**src/hdl/number_literal_parser_macros.svh**
```systemverilog
// Assertion macros shared by the number literal parser RTL.
// Depends on nothing; included by files that carry concurrent assertions.
`ifndef NUMBER_LITERAL_PARSER_MACROS_SVH
`define NUMBER_LITERAL_PARSER_MACROS_SVH

// Same-cycle implication, disabled while the active-low reset is asserted.
`define NLP_ASSERT_IMPLY(label, clk, rst_n, ante, cons, msg) \
    label: assert property (@(posedge clk) disable iff (!(rst_n)) (ante) |-> (cons)) \
        else $error(msg);

// Next-cycle implication, disabled while the active-low reset is asserted.
`define NLP_ASSERT_NEXT(label, clk, rst_n, ante, cons, msg) \
    label: assert property (@(posedge clk) disable iff (!(rst_n)) (ante) |=> (cons)) \
        else $error(msg);

`endif

```
**src/hdl/nlp_pkg.sv**
```systemverilog
// Shared types and codes for the number literal parser.
// Depends on nothing; used by nlp_step and number_literal_parser.
`timescale 1ns / 1ps

package nlp_pkg;

    localparam int CH_W     = 8;
    localparam int VALUE_W  = 32;
    localparam int KIND_W   = 2;
    localparam int PHASE_W  = 3;

    // Result kinds held in the mode register. Code 3 behaves as unsigned 32-bit.
    localparam logic [KIND_W-1:0] KIND_U32    = 2'd0;
    localparam logic [KIND_W-1:0] KIND_U16    = 2'd1;
    localparam logic [KIND_W-1:0] KIND_SIGNED = 2'd2;

    // Parse phases.
    localparam logic [PHASE_W-1:0] PH_START  = 3'd0;
    localparam logic [PHASE_W-1:0] PH_NUMBEG = 3'd1;
    localparam logic [PHASE_W-1:0] PH_ZERO   = 3'd2;
    localparam logic [PHASE_W-1:0] PH_DEC    = 3'd3;
    localparam logic [PHASE_W-1:0] PH_HEX    = 3'd4;
    localparam logic [PHASE_W-1:0] PH_BIN    = 3'd5;
    localparam logic [PHASE_W-1:0] PH_ERR    = 3'd6;

    localparam logic [CH_W-1:0] CH_NUL = 8'h00;

    typedef struct packed {
        logic [PHASE_W-1:0] phase;
        logic [VALUE_W-1:0] acc;
        logic               seen_digit;
        logic               negative;
    } nlp_state_t;

    typedef struct packed {
        logic               fire;
        logic [VALUE_W-1:0] value;
        logic               ok;
    } nlp_result_t;

endpackage

```
**src/hdl/number_literal_parser.sv**
```systemverilog
// Top level of the ASCII integer literal parser: parse state, mode register, result register.
// Depends on nlp_pkg, nlp_step and number_literal_parser_macros.svh.
`timescale 1ns / 1ps

// The parser takes one ASCII character per beat on the s_ channel and turns a
// NUL-terminated string into one result beat on the m_ channel: a 32-bit value
// and an ok flag. Decimal, 0x/0X hexadecimal and 0b/0B binary forms are
// understood; the accumulator wraps modulo 2^32. Any syntax error, or a value
// above 0xFFFF in 16-bit mode, gives ok low and a value of zero. In signed mode
// one leading minus is accepted and the result is the two's complement
// negation. Characters other than NUL produce no result beat. The block takes
// one character every clock cycle: the state update is a single pass of
// logic into the parse registers, and the result of a NUL beat appears in the
// output register on the next cycle. s_ready stays high while that register is
// empty or is being emptied in the same cycle, so a result that waits on
// m_ready holds off every input beat until it is taken. The mode register is
// written through cfg_wr_en and cfg_wr_data and should change only between
// strings.
module number_literal_parser (
    input  logic                           aclk,
    input  logic                           aresetn,
    input  logic                           cfg_wr_en,
    input  logic [nlp_pkg::KIND_W-1:0]     cfg_wr_data,
    input  logic                           s_valid,
    output logic                           s_ready,
    input  logic [nlp_pkg::CH_W-1:0]       s_ch,
    output logic                           m_valid,
    input  logic                           m_ready,
    output logic [nlp_pkg::VALUE_W-1:0]    m_value,
    output logic                           m_ok
);

`include "number_literal_parser_macros.svh"

    // Mode register selecting the result kind.
    logic [nlp_pkg::KIND_W-1:0] kind_reg;

    // Parse state carried from one character to the next.
    nlp_pkg::nlp_state_t state_reg;
    nlp_pkg::nlp_state_t state_next;
    nlp_pkg::nlp_result_t step_result;

    // Output register; it holds one finished result until it is taken.
    logic                        m_valid_reg;
    logic                        m_valid_next;
    logic [nlp_pkg::VALUE_W-1:0] m_value_reg;
    logic                        m_ok_reg;

    logic s_beat;

    // A new character may enter whenever the result slot is free or draining.
    assign s_ready = !m_valid_reg || m_ready;
    assign s_beat  = s_valid && s_ready;

    nlp_step u_step (
        .state_cur (state_reg),
        .ch        (s_ch),
        .kind      (kind_reg),
        .state_nxt (state_next),
        .result    (step_result)
    );

    always_comb begin
        m_valid_next = m_valid_reg;
        if (m_valid_reg && m_ready) begin
            m_valid_next = 1'b0;
        end
        if (s_beat && step_result.fire) begin
            m_valid_next = 1'b1;
        end
    end

    always_ff @(posedge aclk) begin
        if (!aresetn) begin
            kind_reg             <= nlp_pkg::KIND_U32;
            state_reg.phase      <= nlp_pkg::PH_START;
            state_reg.acc        <= '0;
            state_reg.seen_digit <= 1'b0;
            state_reg.negative   <= 1'b0;
            m_valid_reg          <= 1'b0;
        end else begin
            if (cfg_wr_en) begin
                kind_reg <= cfg_wr_data;
            end
            if (s_beat) begin
                state_reg <= state_next;
            end
            m_valid_reg <= m_valid_next;
        end
    end

    // The result payload needs no reset; it is qualified by m_valid_reg.
    always_ff @(posedge aclk) begin
        if (s_beat && step_result.fire) begin
            m_value_reg <= step_result.value;
            m_ok_reg    <= step_result.ok;
        end
    end

    assign m_valid = m_valid_reg;
    assign m_value = m_value_reg;
    assign m_ok    = m_ok_reg;

    // A NUL beat always leaves a result waiting in the output register.
    `NLP_ASSERT_NEXT(a_nul_gives_result, aclk, aresetn, s_beat && (s_ch == nlp_pkg::CH_NUL), m_valid, "NUL beat did not produce a result")
    // A NUL beat returns the parse state to the start of a string.
    `NLP_ASSERT_NEXT(a_nul_clears_state, aclk, aresetn, s_beat && (s_ch == nlp_pkg::CH_NUL), (state_reg.phase == nlp_pkg::PH_START) && (state_reg.acc == '0) && !state_reg.negative, "parse state not cleared after NUL")
    // A failed parse reports a zero value.
    `NLP_ASSERT_IMPLY(a_err_value_zero, aclk, aresetn, m_valid && !m_ok, m_value == '0, "error result with nonzero value")
    // A waiting result that is not taken must not be overwritten.
    `NLP_ASSERT_NEXT(a_result_held, aclk, aresetn, m_valid && !m_ready, m_valid && $stable(m_value) && $stable(m_ok), "pending result changed before it was taken")

endmodule

```
**src/hdl/nlp_step.sv**
```systemverilog
// Combinational next-state and result logic for one character of the parser.
// Depends on nlp_pkg.
`timescale 1ns / 1ps

module nlp_step (
    input  nlp_pkg::nlp_state_t            state_cur,
    input  logic [nlp_pkg::CH_W-1:0]       ch,
    input  logic [nlp_pkg::KIND_W-1:0]     kind,
    output nlp_pkg::nlp_state_t            state_nxt,
    output nlp_pkg::nlp_result_t           result
);

    localparam logic [nlp_pkg::CH_W-1:0]    CH_DIGIT0 = 8'h30;
    localparam logic [nlp_pkg::CH_W-1:0]    CH_DIGIT1 = 8'h31;
    localparam logic [nlp_pkg::CH_W-1:0]    CH_DIGIT9 = 8'h39;
    localparam logic [nlp_pkg::CH_W-1:0]    CH_MINUS  = 8'h2D;
    localparam logic [nlp_pkg::CH_W-1:0]    CH_LOW_A  = 8'h61;
    localparam logic [nlp_pkg::CH_W-1:0]    CH_LOW_B  = 8'h62;
    localparam logic [nlp_pkg::CH_W-1:0]    CH_LOW_F  = 8'h66;
    localparam logic [nlp_pkg::CH_W-1:0]    CH_LOW_X  = 8'h78;
    localparam logic [nlp_pkg::CH_W-1:0]    CASE_BIT  = 8'h20;
    localparam logic [nlp_pkg::VALUE_W-1:0] U16_MAX   = 32'h0000_FFFF;
    localparam logic [3:0]                  HEX_ALPHA_OFS = 4'd9;

    logic [nlp_pkg::CH_W-1:0]    ch_low;
    logic                        is_dec;
    logic                        is_alpha;
    logic                        is_bin;
    logic [3:0]                  dig_val;
    logic [nlp_pkg::VALUE_W-1:0] dig_ext;
    logic [nlp_pkg::VALUE_W-1:0] acc_x10;
    logic                        end_ok;
    logic [nlp_pkg::VALUE_W-1:0] end_val;

    assign ch_low   = ch | CASE_BIT;
    assign is_dec   = (ch >= CH_DIGIT0) && (ch <= CH_DIGIT9);
    assign is_alpha = (ch_low >= CH_LOW_A) && (ch_low <= CH_LOW_F);
    assign is_bin   = (ch == CH_DIGIT0) || (ch == CH_DIGIT1);
    // Letters a-f carry 1-6 in the low nibble, so adding nine gives 10-15.
    assign dig_val  = is_dec ? ch[3:0] : (ch[3:0] + HEX_ALPHA_OFS);
    assign dig_ext  = {{(nlp_pkg::VALUE_W-4){1'b0}}, dig_val};
    assign acc_x10  = (state_cur.acc << 3) + (state_cur.acc << 1);

    always_comb begin
        end_ok = (state_cur.phase == nlp_pkg::PH_ZERO) ||
                 (((state_cur.phase == nlp_pkg::PH_DEC) ||
                   (state_cur.phase == nlp_pkg::PH_HEX) ||
                   (state_cur.phase == nlp_pkg::PH_BIN)) && state_cur.seen_digit);
        end_val = state_cur.acc;
        if (end_ok && (kind == nlp_pkg::KIND_U16) && (state_cur.acc > U16_MAX)) begin
            end_ok = 1'b0;
        end
        if (end_ok && (kind == nlp_pkg::KIND_SIGNED) && state_cur.negative) begin
            end_val = '0 - state_cur.acc;
        end
        if (!end_ok) begin
            end_val = '0;
        end
    end

    always_comb begin
        state_nxt    = state_cur;
        result.fire  = 1'b0;
        result.value = end_val;
        result.ok    = end_ok;
        if (ch == nlp_pkg::CH_NUL) begin
            result.fire          = 1'b1;
            state_nxt.phase      = nlp_pkg::PH_START;
            state_nxt.acc        = '0;
            state_nxt.seen_digit = 1'b0;
            state_nxt.negative   = 1'b0;
        end else begin
            unique case (state_cur.phase) inside
                nlp_pkg::PH_START, nlp_pkg::PH_NUMBEG: begin
                    if ((ch == CH_MINUS) && (state_cur.phase == nlp_pkg::PH_START) &&
                        (kind == nlp_pkg::KIND_SIGNED)) begin
                        state_nxt.negative = 1'b1;
                        state_nxt.phase    = nlp_pkg::PH_NUMBEG;
                    end else if (ch == CH_DIGIT0) begin
                        state_nxt.acc   = '0;
                        state_nxt.phase = nlp_pkg::PH_ZERO;
                    end else if (is_dec) begin
                        state_nxt.acc        = dig_ext;
                        state_nxt.seen_digit = 1'b1;
                        state_nxt.phase      = nlp_pkg::PH_DEC;
                    end else begin
                        state_nxt.phase = nlp_pkg::PH_ERR;
                    end
                end
                nlp_pkg::PH_ZERO: begin
                    if (ch_low == CH_LOW_B) begin
                        state_nxt.seen_digit = 1'b0;
                        state_nxt.phase      = nlp_pkg::PH_BIN;
                    end else if (ch_low == CH_LOW_X) begin
                        state_nxt.seen_digit = 1'b0;
                        state_nxt.phase      = nlp_pkg::PH_HEX;
                    end else if (is_dec) begin
                        state_nxt.acc        = dig_ext;
                        state_nxt.seen_digit = 1'b1;
                        state_nxt.phase      = nlp_pkg::PH_DEC;
                    end else begin
                        state_nxt.phase = nlp_pkg::PH_ERR;
                    end
                end
                nlp_pkg::PH_DEC: begin
                    if (is_dec) begin
                        state_nxt.acc        = acc_x10 + dig_ext;
                        state_nxt.seen_digit = 1'b1;
                    end else begin
                        state_nxt.phase = nlp_pkg::PH_ERR;
                    end
                end
                nlp_pkg::PH_HEX: begin
                    if (is_dec || is_alpha) begin
                        state_nxt.acc        = (state_cur.acc << 4) | dig_ext;
                        state_nxt.seen_digit = 1'b1;
                    end else begin
                        state_nxt.phase = nlp_pkg::PH_ERR;
                    end
                end
                nlp_pkg::PH_BIN: begin
                    if (is_bin) begin
                        state_nxt.acc        = (state_cur.acc << 1) | dig_ext;
                        state_nxt.seen_digit = 1'b1;
                    end else begin
                        state_nxt.phase = nlp_pkg::PH_ERR;
                    end
                end
                default: begin
                    state_nxt.phase = nlp_pkg::PH_ERR;
                end
            endcase
        end
    end

endmodule

```
**config.mk**
```make
export PLATFORM = sky130hd
export DESIGN_NAME = number_literal_parser
export DESIGN_NICKNAME = d
export VERILOG_FILES = /design/src/hdl/nlp_pkg.sv /design/src/hdl/number_literal_parser.sv /design/src/hdl/nlp_step.sv
export VERILOG_INCLUDE_DIRS = /design/src /design/src/hdl
export SDC_FILE = /design/constraint.sdc
export NUM_CORES = 1
export LEC_CHECK = 0
export ABC_AREA = 1
export ABC_CLOCK_PERIOD_IN_PS = 3100
export BUFFER_PORTS_ARGS = -buffer_cell sky130_fd_sc_hd__buf_4
export CELL_PAD_IN_SITES_DETAIL_PLACEMENT = 0
export CELL_PAD_IN_SITES_GLOBAL_PLACEMENT = 2
export CORE_UTILIZATION = 30
export CTS_BUF_LIST = sky130_fd_sc_hd__clkbuf_16
export CTS_CLUSTER_DIAMETER = 200
export DETAILED_ROUTE_END_ITERATION = 7
export GPL_TIMING_DRIVEN = 1
export PLACE_DENSITY_LB_ADDON = 0.2
export SYNTH_ARGS = -nofsm -noshare
export SYNTH_HDL_FRONTEND = slang
export SYNTH_HIERARCHICAL = 1
export SYNTH_SLANG_ARGS = --single-unit
```
**constraint.sdc**
```tcl
create_clock -name aclk -period 3.1 [get_ports aclk]
set_clock_uncertainty 0.05 [all_clocks]
set_input_delay 0.155 -clock aclk [delete_from_list [all_inputs] [get_ports aclk]]
set_output_delay 0.155 -clock aclk [all_outputs]
set_load 0.1 [all_outputs]
```
# Yosys cells after proc, flatten, opt, wreduce, memory -nomap -nowiden
# Cells that the tools add are included.
[classes]
addsub = 4
magnitude_cmp = 5
eq_ne = 22
n_mux = 29
bitwise = 2
reduce_logical = 30
[ops]
columns = ["op", "n"]
rows = [
  ["two-way mux 33 bit", 5],
  ["one-hot mux 33 bit (5 select lines)", 1],
  ["two-way mux 32 bit", 3],
  ["bitwise OR 32 x 4 -> 32 bit", 2],
  ["two-way mux 37 bit", 1],
  ["two-way mux 35 bit", 1],
  ["adder 32 bit", 1],
  ["adder 32 x 4 -> 32 bit", 1],
  ["> comparator 32 x 16 -> 1 bit, second input constant", 1],
  ["subtractor 1 x 32 -> 32 bit, first input constant", 1],
  ["== test 8 x 6 -> 1 bit, second input constant", 3],
  ["two-way mux 3 bit", 7],
  ["!= test 3 bit, second input constant", 6],
  ["one-hot mux 3 bit (5 select lines)", 1],
  ["== test 7 x 6 -> 1 bit, second input constant", 2],
  ["logical AND 1 bit", 12],
  ["!= test 3 x 2 -> 1 bit, second input constant", 4],
  ["two-way mux 1 bit", 9],
  ["greater-or-equal comparator 8 x 6 -> 1 bit, second input constant", 1],
  ["greater-or-equal comparator 8 x 7 -> 1 bit, second input constant", 1],
  ["less-or-equal comparator 8 x 6 -> 1 bit, second input constant", 1],
  ["less-or-equal comparator 8 x 7 -> 1 bit, second input constant", 1],
  ["logical NOT 8 bit", 1],
  ["AND reduction 8 bit", 1],
  ["16 further kinds", 25],
]
[totals]
ff_bits = 73
output_inout_bits = 35
wordCells = 100

# Logic depth before layout (Yosys ltp)
[depth]
word_depth = 11
depth_mapped = 29

# Cells and area by module
# The synthesis kept the hierarchy.
[modules_own_cells]
columns = ["module", "n_inst", "cells_each", "area_per_inst_um2", "seq_area_each_um2"]
rows = [
  ["nlp_step", 1, 1224, 5914.4, 0.0],
  ["number_literal_parser", 1, 294, 2755.1, 1791.7],
]

# Least setup slack after synthesis
# Ideal clock, no wire load.
[synth_timing]
path_type = "register -> register"
startpoint = "register m_valid_reg (netlist: m_valid)"
endpoint = "register m_ok_reg (netlist: m_ok) (enable)"
arrival_time_ns = 2.902
required_time_ns = 2.627
slack_ns = -0.276
path_stages_with_launch = 5
n_path_buf = 1
period_less_slack_ns = 3.376
path_cell_list = "dfxtp_1 -> nand2_2 -> buf_2 -> nand2_1 -> nor2_1"
[synth_between]
elab_chain_cells = 4
[synth_lines]
columns = ["item", "line_no", "source"]
rows = [
  ["start: declaration", "number_literal_parser.sv:44", "logic m_valid_reg;"],
  ["start signal: assignment", "number_literal_parser.sv:88", "m_valid_reg <= m_valid_next;"],
  ["logical NOT 1 bit", "number_literal_parser.sv:52", "assign s_ready = !m_valid_reg || m_ready;"],
  ["logical OR 1 bit", "number_literal_parser.sv:52", ""],
  ["named net s_ready", "number_literal_parser.sv:25", "output logic s_ready,"],
  ["logical AND 1 bit", "number_literal_parser.sv:53", "assign s_beat = s_valid && s_ready;"],
  ["logical AND 1 bit", "number_literal_parser.sv:94", "if (s_beat && step_result.fire) begin"],
  ["end signal: assignment", "number_literal_parser.sv:96", "m_ok_reg <= step_result.ok;"],
  ["end: declaration", "number_literal_parser.sv:47", "logic m_ok_reg;"],
]
# The timed path passes the listed nets, and every way through them passes these cells.
# A chain may end at the register's enable or synchronous reset.

==> run metrics <==
Antenna Nets Post-Route=0; vias=9545; Post-Syn Area=8670 sq um; multiplexer area fraction after synthesis=0%; reg2reg start=state_reg[2]; period utilization=93.8%; 1st-pass router iterations=5; WP buf/inv=6; VDD IR-drop max=0.242 mV; flop and latch count out of synthesis=73; fmax=344 MHz; Synth Area in Adders=9.76%; Hold Slack=32.4 ps; Mapped Cells=1518; Area contributors post-synth=nand2_1, edfxtp_1, nor2_1; crit-path max cell delay=420 ps; total grt overflow=0; CP arrival=3150 ps; root buffer cell=clkbuf_16; fillcell total=3270; synth cell count leaders=nand2_1, nor2_1, inv_1; Worst Hold End=kind_reg[1]; initial antenna violation count=0; initial core utilization=30.9%; CTS tree=yes; R2R Setup Slk=290 ps; area delta synth->final=21.2%; register area share after synthesis=20.7%; CP most frequent cell=nand2_1; largest family of logic cells by synthesized area=simple AND/OR/NAND/NOR gates; Worst R2R Path Depth=17; Detailed Route WL=31700 um; Critical Path Source=s_ch[0]; syn_nets=1600; ys flop type=dfxtp_1; Final nets=1712; Post-DP Area=10000 sq um; Cell variety after synth=41; core area=28100 sq um; Hold Path Class=input pin to flop; largest net degree at the start of global routing=56; Async S/R FF share, synth=0%; Slowest-stage cell, CP=fa_2; fraction of synthesized cell area in xor and xnor cells=2.22%; r2r endpoint=state_reg[15]; Longest Clk Path Bufs=2; RD Place Congestion=0.884; total of max-cap violations=0; Inserted Clock Buffers=9; Tot Pwr=3.79 mW; Synth Area in Compound Gates=11.1%; DRC viols=0; Tmin final=2910 ps; top cell type's share of synthesized area=17.8%; CP max FO=8; Initial DRC Count=581; synth warn=6; CP required=3340 ps; hold path depth=3; Syn Area/Cell=5.71 sq um; PwrDens=361 nW/um^2; Die ar.=29600 sq um; Post-synth EDFFs=33; actual slew at the worst max-slew pin=615 ps; Setup-failing EPs final=0; Avg Vias per Cell=4.74; cell family with most CP delay=simple AND/OR/NAND/NOR gates; fin util=37.4%; Slew headroom=58.7%; leakage power=5.51 nW; Finished Layout Cells=2013; Die X=172 um; status=finished clean; count of pins over their slew limit=0; most frequent cell after synthesis=nand2_1; Sink Count=73; max reg flops=37; Worst-path clk slew=60 ps; post-synth top area cell=nand2_1; Worst setup SP type=input pin; global-route wire length before repair=50100 um; share of layout cells above drive strength 1=14.1%; vias in the first global route=9162; CP endpoint kind=flop; post-route cell area=10500 sq um; Skew-Pair Late Insertion Delay=350 ps; overall routing resource usage=22.1%; io pins=50; Cells after DPL=1992; drt wl/cell=15.7 um; HP Start=cfg_wr_en; Die Y-Extent=172 um; htree depth=3; FP Rows=61; DPL Wire Length=24800 um; Port-buffer cells=49; Fin. Hold Viols=0; critical path type=input pin to flop; Post-Synth Simple-Gate Area=42.3%; diodes inserted=0
## layer usage
metal / GRT usage (%) / vias up / part of all wire, %
li1: - / 5010 / -
met1: 28.7 / 4344 / 47
met2: 38.7 / 163 / 49
met3: 2.29 / 28 / 2.9
met4: 5.96 / 0 / 1.8
met5: 0 / - / 0
## final cells by class
| type | instances | area, sq um | share of cell area, % |
|---|---|---|---|
| Clock buffer | 9 | 225 | 2.14 |
| Clock inverter | 7 | 70.1 | 0.667 |
| Inverter | 248 | 931 | 8.86 |
| Multi-Input combinational cell | 1143 | 5820 | 55.4 |
| Sequential cell | 73 | 1790 | 17.0 |
| Tap cell | 378 | 473 | 4.50 |
| Timing Repair Buffer | 155 | 1200 | 11.4 |
## worst max path at each step
stage,slack (ps),end,cells after the start
finish,190,state_reg[12],28
CTS,80,state_reg[15],25
detailed placement,-280,state_reg[15],25
global route,-30,state_reg[12],27
global placement,-190,state_reg[15],25
floorplan,3,state_reg[16],26
## where the power goes
group / switching [mW] / internal, mW / total, mW
sequential: 0.0656 / 1.05 / 1.12
combinational: 0.987 / 0.596 / 1.58
clock: 0.470 / 0.623 / 1.09
total: 1.52 / 2.27 / 3.79
## metrics by stage
stage               setup TNS, ps  setup WS, ps
global route                -32.2         -25.1
detailed placement          -3250          -280
global placement            -1720          -190
finish                          0           191
CTS                             0          83.3
floorplan                       0          3.21
## worst min-delay path: cells and delay by family
kind	cells	cell delay, ps
buf+inv	1	90
simple gates	1	80
compound gates	1	70
## cell usage in the layout, fill, tap and decap left out, types with 3 or more instances in the layout
cell type and count:
ha_1 62, edfxtp_1 33, nor3_1 14, a21oi_1 87, o21ai_0 61, inv_1 238
buf_4 149, inv_2 10, o21ai_2 3, o22ai_1 3, nand3_1 134, o21ai_1 15
nand3_4 4, xnor2_1 9, nor2_4 3, xor2_1 12, or2_2 4, nor2_1 248
clkbuf_16 9, nand4_1 15, clkinvlp_4 3, nand2_1 404, a211oi_1 4, nor4_1 3
nor2_2 7, nand3_2 6, nand2_2 14, nand3b_1 8, dfxtp_1 40
## repair_timing
item | CTS | global route
endpoints found under the setup margin | 0 | 22
resized for setup | 0 | 26
setup buffers | 0 | 3
hold buffers | 2 | 0
endpoints found under the hold margin | 2 | 0
## cells by family after synthesis
family | count (synthesis)
adders and majority gates | 67
buffers and inverters | 302
DFF | 73
and+or+nand+nor | 871
xor gates and xnor gates | 22
AOI/OAI and AO/OA | 183
Power figures use the tool's default switching activity.
